File: src/utrbq_pkg.sv
// Package with the shared types and constants of the UART byte queue.
package utrbq_pkg;

  // Command codes carried by an input item.
  localparam logic [1:0] CMD_HOST_WRITE = 2'd0;
  localparam logic [1:0] CMD_TX_DONE    = 2'd1;
  localparam logic [1:0] CMD_RX_BYTE    = 2'd2;
  localparam logic [1:0] CMD_HOST_READ  = 2'd3;

  // A received byte with this value is a halt request and is never stored.
  localparam logic [7:0] HALT_CHAR = 8'd4;

  // One input item.
  typedef struct packed {
    logic [1:0] command;
    logic [7:0] data_byte;
  } request_t;

  // One result item.
  typedef struct packed {
    logic       write_accepted;
    logic       tx_start;
    logic [7:0] tx_byte;
    logic       tx_stop;
    logic       read_valid;
    logic [7:0] read_byte;
    logic       halt_request;
    logic       rx_overflow;
    logic [7:0] tx_level;
    logic [6:0] rx_level;
  } result_t;

  // Operations requested of a queue in one cycle.
  typedef struct packed {
    logic push;
    logic pop;
  } queue_ctrl_t;

  // Status reported by a queue.
  typedef struct packed {
    logic empty;
    logic full;
  } queue_stat_t;

endpackage

File: src/utrbq_queue.sv
// Byte queue built around one synchronous memory with a registered read port.
module utrbq_queue
  import utrbq_pkg::*;
#(
  parameter int DEPTH = 64
) (
  input  logic                       clk,
  input  logic                       rst,
  input  queue_ctrl_t                ctrl,
  input  logic [7:0]                 wdata,
  output logic [7:0]                 rdata,
  output logic [$clog2(DEPTH+1)-1:0] count,
  output queue_stat_t                stat
);

  localparam int AW = $clog2(DEPTH);
  localparam int CW = $clog2(DEPTH + 1);
  localparam logic [AW-1:0] LAST_INDEX = AW'(DEPTH - 1);
  localparam logic [CW-1:0] FULL_COUNT = CW'(DEPTH);

  logic [7:0]    mem [DEPTH];
  logic [AW-1:0] head;
  logic [AW-1:0] tail;

  // Store a pushed byte at the tail.
  always_ff @(posedge clk) begin
    if (ctrl.push) begin
      mem[tail] <= wdata;
    end
  end

  // A pop reads the head entry; the byte is available in the cycle after the pop.
  always_ff @(posedge clk) begin
    if (ctrl.pop) begin
      rdata <= mem[head];
    end
  end

  // Pointers wrap at the depth, which need not be a power of two.
  always_ff @(posedge clk) begin
    if (rst) begin
      head  <= '0;
      tail  <= '0;
      count <= '0;
    end else begin
      if (ctrl.push) begin
        tail <= (tail == LAST_INDEX) ? '0 : tail + 1'b1;
      end
      if (ctrl.pop) begin
        head <= (head == LAST_INDEX) ? '0 : head + 1'b1;
      end
      if (ctrl.push && !ctrl.pop) begin
        count <= count + 1'b1;
      end else if (ctrl.pop && !ctrl.push) begin
        count <= count - 1'b1;
      end
    end
  end

  assign stat.empty = (count == '0);
  assign stat.full  = (count == FULL_COUNT);

endmodule

File: src/uart_tx_rx_byte_queue.sv
// Top level of the UART byte queue: command decode, transmitter state and result register.
//
// Usage: a command item (request) is taken at a rising edge where start is high
// and busy is low. busy is always low, so a command may be issued every cycle.
// Commands are a host write, a transmit-done event, a received byte and a host
// read. Each command gives exactly one result on the result port, marked by
// done for one cycle, in the cycle right after it was taken (throughput one
// command per cycle). The result is registered to match the registered read
// port of the queue memories: a popped byte leaves the memory in the cycle after
// the pop. Levels report the queue fill after the command.
// The transmit queue and the receive queue each live in their own memory; at
// most one of them is touched per command, so no read can collide with a write
// to the same entry within one command.
// Reset (rst, synchronous) empties both queues by clearing their pointers and
// counts, marks the transmitter idle and drops any pending result; memory
// contents are not cleared. The receiver of results cannot stall: a result is
// transferred at the edge that ends its done cycle.
module uart_tx_rx_byte_queue
  import utrbq_pkg::*;
#(
  parameter int TX_DEPTH = 128,
  parameter int RX_DEPTH = 64
) (
  input  logic     clk,
  input  logic     rst,
  input  logic     start,
  output logic     busy,
  input  request_t request,
  output logic     done,
  output result_t  result
);

  localparam int TX_CW = $clog2(TX_DEPTH + 1);
  localparam int RX_CW = $clog2(RX_DEPTH + 1);

  queue_ctrl_t      tx_ctrl;
  queue_stat_t      tx_stat;
  logic [7:0]       tx_rdata;
  logic [TX_CW-1:0] tx_count;
  queue_ctrl_t      rx_ctrl;
  queue_stat_t      rx_stat;
  logic [7:0]       rx_rdata;
  logic [RX_CW-1:0] rx_count;

  logic tx_busy;
  logic tx_busy_next;

  // Flags decoded for the current command.
  logic accepted_next;
  logic start_next;
  logic from_queue_next;
  logic stop_next;
  logic rvalid_next;
  logic halt_next;
  logic ovf_next;

  // Registered result flags.
  logic       accepted;
  logic       tx_go;
  logic       from_queue;
  logic       stop;
  logic       rvalid;
  logic       halt;
  logic       ovf;
  logic [7:0] direct_byte;

  logic [15:0] tx_count_wide;
  logic [15:0] rx_count_wide;

  // No command ever stalls, so a new one is always welcome.
  assign busy = 1'b0;

  utrbq_queue #(
    .DEPTH(TX_DEPTH)
  ) u_tx_queue (
    .clk  (clk),
    .rst  (rst),
    .ctrl (tx_ctrl),
    .wdata(request.data_byte),
    .rdata(tx_rdata),
    .count(tx_count),
    .stat (tx_stat)
  );

  utrbq_queue #(
    .DEPTH(RX_DEPTH)
  ) u_rx_queue (
    .clk  (clk),
    .rst  (rst),
    .ctrl (rx_ctrl),
    .wdata(request.data_byte),
    .rdata(rx_rdata),
    .count(rx_count),
    .stat (rx_stat)
  );

  // Decode the command against the queue status and the transmitter state.
  always_comb begin
    tx_ctrl         = '0;
    rx_ctrl         = '0;
    tx_busy_next    = tx_busy;
    accepted_next   = 1'b0;
    start_next      = 1'b0;
    from_queue_next = 1'b0;
    stop_next       = 1'b0;
    rvalid_next     = 1'b0;
    halt_next       = 1'b0;
    ovf_next        = 1'b0;
    if (start) begin
      unique case (request.command)
        CMD_HOST_WRITE: begin
          if (!tx_busy) begin
            tx_busy_next  = 1'b1;
            accepted_next = 1'b1;
            start_next    = 1'b1;
          end else if (!tx_stat.full) begin
            tx_ctrl.push  = 1'b1;
            accepted_next = 1'b1;
          end
        end
        CMD_TX_DONE: begin
          if (tx_busy) begin
            if (tx_stat.empty) begin
              tx_busy_next = 1'b0;
              stop_next    = 1'b1;
            end else begin
              tx_ctrl.pop     = 1'b1;
              start_next      = 1'b1;
              from_queue_next = 1'b1;
            end
          end
        end
        CMD_RX_BYTE: begin
          if (request.data_byte == HALT_CHAR) begin
            halt_next = 1'b1;
          end else if (rx_stat.full) begin
            ovf_next = 1'b1;
          end else begin
            rx_ctrl.push = 1'b1;
          end
        end
        CMD_HOST_READ: begin
          if (!rx_stat.empty) begin
            rx_ctrl.pop = 1'b1;
            rvalid_next = 1'b1;
          end
        end
        default: begin
        end
      endcase
    end
  end

  // Control state and result flags.
  always_ff @(posedge clk) begin
    if (rst) begin
      tx_busy    <= 1'b0;
      done       <= 1'b0;
      accepted   <= 1'b0;
      tx_go      <= 1'b0;
      from_queue <= 1'b0;
      stop       <= 1'b0;
      rvalid     <= 1'b0;
      halt       <= 1'b0;
      ovf        <= 1'b0;
    end else begin
      tx_busy    <= tx_busy_next;
      done       <= start;
      accepted   <= accepted_next;
      tx_go      <= start_next;
      from_queue <= from_queue_next;
      stop       <= stop_next;
      rvalid     <= rvalid_next;
      halt       <= halt_next;
      ovf        <= ovf_next;
    end
  end

  // The byte that bypasses the queue on a write to an idle transmitter.
  always_ff @(posedge clk) begin
    if (start) begin
      direct_byte <= request.data_byte;
    end
  end

  // Levels are reported modulo the width of their fields.
  assign tx_count_wide = 16'(tx_count);
  assign rx_count_wide = 16'(rx_count);

  // Assemble the result from the flags, the memory read ports and the counts.
  always_comb begin
    result.write_accepted = accepted;
    result.tx_start       = tx_go;
    result.tx_byte        = tx_go ? (from_queue ? tx_rdata : direct_byte) : 8'd0;
    result.tx_stop        = stop;
    result.read_valid     = rvalid;
    result.read_byte      = rvalid ? rx_rdata : 8'd0;
    result.halt_request   = halt;
    result.rx_overflow    = ovf;
    result.tx_level       = tx_count_wide[7:0];
    result.rx_level       = rx_count_wide[6:0];
  end

endmodule
File: config.mk
export PLATFORM = sky130hd
export DESIGN_NAME = uart_tx_rx_byte_queue
export DESIGN_NICKNAME = d
export VERILOG_FILES = /design/src/utrbq_pkg.sv /design/src/utrbq_queue.sv /design/src/uart_tx_rx_byte_queue.sv
export SDC_FILE = /design/constraint.sdc
export NUM_CORES = 2
export LEC_CHECK = 0
export BUFFER_PORTS_ARGS = -buffer_cell sky130_fd_sc_hd__buf_4
export CAP_MARGIN = 40
export CELL_PAD_IN_SITES_DETAIL_PLACEMENT = 0
export CELL_PAD_IN_SITES_GLOBAL_PLACEMENT = 1
export CORE_MARGIN = 2
export CORE_UTILIZATION = 30
export DETAILED_ROUTE_END_ITERATION = 12
export GPL_TIMING_DRIVEN = 0
export PLACE_DENSITY_LB_ADDON = 0.05
export SETUP_SLACK_MARGIN = 0.2
export SYNTH_ARGS = -nofsm -noshare
export SYNTH_HDL_FRONTEND = slang
export SYNTH_SLANG_ARGS = --single-unit
File: constraint.sdc
create_clock -name clk -period 5.7 [get_ports clk]
set_clock_uncertainty 0.1 [all_clocks]
set_input_delay 0.57 -clock clk [delete_from_list [all_inputs] [get_ports clk]]
set_output_delay 0.57 -clock clk [all_outputs]
set_load 0.005 [all_outputs]
Yosys cells after proc, flatten, opt, wreduce, memory -nomap -nowiden
Memories as Yosys holds them, arrays and structs flattened. A register that Yosys moved wholly into a read port is not among the register bits.
Cells that the tools add are included.
- output and inout port bits: 39
- latch bits: 0
- bits in writable memories: 1536
- memories kept: 2
- word-level logic and storage cells: 96
- bits of input ports: 13
- memory bits (read-only): 0
- register bits after elaboration: 58
- memory list (name ; words ; width ; read ports ; clocked after memory_dff ; write ports ; RTL line ; source):
    u_tx_queue.mem ; 128 ; 8 ; 1 ; 1 ; 1 ; utrbq_queue.sv:21 ; logic [7:0] mem [DEPTH];
    u_rx_queue.mem ; 64 ; 8 ; 1 ; 1 ; 1 ; utrbq_queue.sv:21 ;
- multiplexer cells: 35
- divide/modulo/power cells: 0
- reduce and logical (&&, ||, !) cells: 20
- multiply operators: 0
- bitwise operators: 5
- shifts and indexed selects: 0
- $lt $le $gt $ge: 0
- add/sub/neg operators: 8
- equality and inequality tests: 10
- operators by type and width (kind ; count):
    two-way mux 8 bit ; 5
    two-way mux 7 bit ; 4
    adder 7 x 1 -> 7 bit (second input constant) ; 3
    equality test 7 bit (second input constant) ; 3
    two-way mux 1 bit ; 20
    adder 6 x 1 -> 6 bit (second input constant) ; 2
    equality test 6 bit (second input constant) ; 2
    two-way mux 6 bit ; 2
    adder 8 x 1 -> 8 bit (second input constant) ; 1
    equality test 8 x 3 -> 1 bit (second input constant) ; 1
    equality test 8 bit (second input constant) ; 1
    zero test 8 bit ; 1
    OR reduction 4 bit ; 2
    subtractor 8 x 1 -> 8 bit (second input constant) ; 1
    zero test 7 bit ; 1
    subtractor 7 x 1 -> 7 bit (second input constant) ; 1
    nonzero test 2 bit ; 3
    OR reduction 3 bit ; 2
    inverter 1 bit ; 5
    equality test 2 bit (second input constant) ; 2
    logical AND 1 bit ; 4
    zero test 1 bit ; 4
    two-way mux 2 bit ; 2
    one-hot mux 1 bit (2 select lines) ; 2
    4 further kinds ; 4

Logic depth before layout (Yosys ltp)
- depth after elaboration: 9
- depth in mapped cells: 12
- gate-level depth less buffers: 12

Cells and area by module
A second synthesis with hierarchy kept.
- cells, all modules: 3183
- area, all modules: 63129.3 sq um
- modules (own cells, without submodules) (module ; cells an instance ; instances ; area each (sq um)):
    utrbq_queue at u_tx_queue ; 2063 ; 1 ; 41158.2
    utrbq_queue at u_rx_queue ; 1042 ; 1 ; 21112.7
    uart_tx_rx_byte_queue ; 78 ; 1 ; 858.3

Worst setup path before layout
Ideal clock, no wire load.
- path type: input -> register
- from: input request[8] (netlist bit)
- to: register u_rx_queue.count[6]
- arrival time: 3243 ps
- cell stages on the path: 11
- setup time: 121 ps
- path slack: 2236 ps
- cell sequence: nand3_1 -> a31oi_1 -> inv_1 -> ha_1 -> inv_1 -> ha_1 -> a21o_1 -> a21oi_1 -> o211ai_1 -> o211ai_1 -> mux2_2
- RTL lines (element ; RTL line ; source):
    start: declaration ; uart_tx_rx_byte_queue.sv:28 ; input request_t request,
    end signal: assignment ; utrbq_queue.sv:53 ; count <= count + 1'b1;
    end signal: assignment ; utrbq_queue.sv:55 ; count <= count - 1'b1;
    end: declaration ; utrbq_queue.sv:12 ; output logic [$clog2(DEPTH+1)-1:0] count,

==> impl_metrics.json <==
{
  "wirelength_um": 217000,
  "syn2layout_area_growth_pct": 18.3,
  "io_pins": 52,
  "nets": 3566,
  "vias_per_cell": 5.06,
  "cap_violations": 0,
  "slew_headroom_pct": 36.0,
  "rsz0062_at_grt": "no",
  "post_cts_buffers": 0,
  "endpoint_kind": "flop",
  "track_usage_pct": 20.0,
  "yosys.area.top_type": "edfxtp_1",
  "die_w_um": 463,
  "synth_seq_cells": 1610,
  "routabilityCongestion": 0.843,
  "gr-total-overflow": 0,
  "fmax_mhz": 217,
  "criticalPathCategory": "in -> reg",
  "avgSynthCellArea_sq_um": 20.2,
  "rr_worst_depth": 6,
  "fin_util_pct": 35.7,
  "grt_pass1_wl_um": 294000,
  "outcome": "completed",
  "r2r_slack_ns": 1.22,
  "ys_seq_area_share_pct": 75.7,
  "grt_antenna_before_repair": 9,
  "htreeDepth": 4,
  "synth_common_cells": "1560 x edfxtp_1, 350 x mux4_2, 244 x nor2_1",
  "clock-sinks": 1610,
  "powerDensity_nw_per_um2": 340,
  "placed_cells": 6146,
  "die_area_sq_um": 214000,
  "min_period_ns": 4.62,
  "root_buffer": "clkbuf_16",
  "critPathMaxFanout": 10,
  "layout-drive-gt1-share_pct": 26.6,
  "hp-class": "in -> reg",
  "setup_viol": 0,
  "hpwl_um": 149000,
  "clockBufferDepth": 3,
  "layout_setup_ws_ns": 1.08,
  "num_vias": 32800,
  "syn_area_sq_um": 63200,
  "synth_edf_count": 1560,
  "clk_latency_ns": 0.81,
  "async_flop_share_pct": 0,
  "rows": 168,
  "core_area_sq_um": 209000,
  "grt_max_degree": 124,
  "drtAntennaViolNets": 0,
  "dieHeight_um": 463,
  "slew_viol_final": 0,
  "hold_start": "request[5]",
  "path_clk_slew_ns": 0.05,
  "synth_ff_type": "edfxtp_1",
  "worst_pin_slew_ns": 0.957,
  "fin_cells": 6490,
  "initial_core_util_pct": 30.2,
  "min_to": "u_tx_queue.mem[84][5]",
  "syn-num-nets": 3164,
  "tritoncts": "yes",
  "start_kind": "input port",
  "holdPathStages": 1,
  "drc_errors": 0,
  "numCtsBuffers": 178,
  "arrival_ns": 4.94,
  "power_w": 0.0254,
  "port_buffers": 49,
  "synthTopCellsByArea": "edfxtp_1 74%, mux4_2 12%, mux2i_1 1.7%",
  "worstPathRequired_ns": 6.02,
  "finalCritPeriodShare_pct": 81.0,
  "hold_viol_final": 0,
  "synth.distinct_cells": 70,
  "ys_warn_count": 0,
  "ir_drop_mv": 0.311,
  "firstDrtPassIters": 6,
  "grt_pass1_vias": 34500,
  "synth_most_common_cell": "edfxtp_1",
  "reg2reg_from": "u_tx_queue.count[0]",
  "p_leak_nw": 23.0,
  "synth_top_cell_area_share_pct": 74.2,
  "r2r_end": "u_tx_queue.mem[62][3]",
  "synthCells": 3132,
  "cts_resized": 0,
  "wl_per_cell_um": 33.4,
  "drtIter0Drc": 3155,
  "dp_slack_ns": 0.840
}
-- through the flow --
stage               cell area (sq um)  hold WS, ns  TNS (ns)
floorplan                       63200        0.359         0
global placement                67100        0.421    -16.49
detailed placement              68800        0.419         0
CTS                             74700       0.0450         0
global route                    74800       0.0711         0
finish                          74800       0.0927         0
-- flip-flops by register name, indices dropped and copies added (netlist names), 8 cells and up --
name	cells
u_tx_queue.mem	1024
u_rx_queue.mem	512
direct_byte	8
u_rx_queue.rdata	8
u_tx_queue.count	8
u_tx_queue.rdata	8
-- placed cells by master, fill, tap and decap left out, types with 10 or more instances in the layout --
| cell type | instances |
|---|---|
| clkbuf_2 | 13 |
| buf_4 | 169 |
| nor2b_1 | 33 |
| mux2i_1 | 107 |
| a22o_1 | 17 |
| edfxtp_1 | 1560 |
| bufinv_16 | 19 |
| nor3_1 | 16 |
| nand3_1 | 32 |
| o22ai_1 | 23 |
| a211oi_1 | 24 |
| inv_1 | 19 |
| and2_1 | 14 |
| nand2_1 | 72 |
| clkinv_2 | 30 |
| xnor2_1 | 12 |
| o221ai_1 | 30 |
| buf_16 | 10 |
| buf_2 | 55 |
| ha_1 | 17 |
| nand4_1 | 10 |
| xor2_1 | 14 |
| mux2_2 | 50 |
| buf_1 | 12 |
| clkbuf_1 | 113 |
| a22oi_1 | 35 |
| mux4_2 | 350 |
| a21o_1 | 10 |
| dfxtp_1 | 50 |
| a21oi_1 | 54 |
| clkbuf_16 | 184 |
| clkinv_1 | 32 |
| buf_8 | 34 |
| a221oi_1 | 15 |
| o21ai_0 | 20 |
| nor2_1 | 244 |
| buf_6 | 37 |
-- layer usage --
| metal | wire, um | track usage, % |
|---|---|---|
| met2 | 112000 | 35.6 |
| met3 | 9080 | 3.11 |
| met1 | 88800 | 24.9 |
| met4 | 6660 | 6.18 |
| met5 | 46 | 0 |
-- power breakdown --
group | leakage [nW] | switching (W) | internal [W]
Clock | 2.84 | 0.00473 | 0.00679
Combinational | 5.73 | 0.000527 | 0.000324
Sequential | 14.4 | 0.0000360 | 0.0130
-- worst max-delay path by stage --
stage                    start                    end  slack [ns]  depth (start not counted)
detailed placement  request[0]  u_rx_queue.mem[54][1]        0.84                          8
floorplan           request[8]    u_rx_queue.count[6]        2.24                         11
global route        request[9]  u_tx_queue.mem[62][3]        1.04                          8
finish              request[8]  u_tx_queue.mem[62][3]        1.08                          8
global placement    request[5]  u_rx_queue.mem[17][6]       -0.20                          7
CTS                 request[8]  u_tx_queue.mem[23][4]        1.20                          8
-- repair_timing --
action,CTS,global route
endpoints found under the setup margin,0,0
hold buffers,4,0
hold endpoints to repair,13,0
-- critical path: stages --
cell	delay, ns
dlygate4sd3_1	0.63
buf_4	0.20
nand4bb_1	0.18
a31oi_1	0.52
clkbuf_1	0.56
nand3_1	0.72
clkbuf_2	0.66
nor2_1	0.87
-- logic make-up after synthesis --
family	Yosys count	synth area share (%)
flip-flops	1610	75.7
multiplexers	507	15.1
AO/OA/AOI/OAI	285	3.27
buffers and inverters	202	1.64
other	1	0.00594
XOR/XNOR	26	0.360
AND/OR/NAND/NOR	482	3.52
adder cells (fa/ha/maj)	19	0.400
-- cell type report --
| cell class | count | area [sq um] |
|---|---|---|
| plain buffers | 181 | 977 |
| clock buffers | 234 | 4810 |
| clock inverters | 92 | 990 |
| well taps | 2805 | 3510 |
| multi-input cells | 1320 | 14300 |
| flip-flops and latches | 1610 | 47800 |
| inverters | 21 | 78.8 |
| fillers | 19600 | 135000 |
| diodes | 5 | 12.5 |
| repair buffers | 222 | 2240 |
Note: power is estimated with default switching activity, not from simulation.
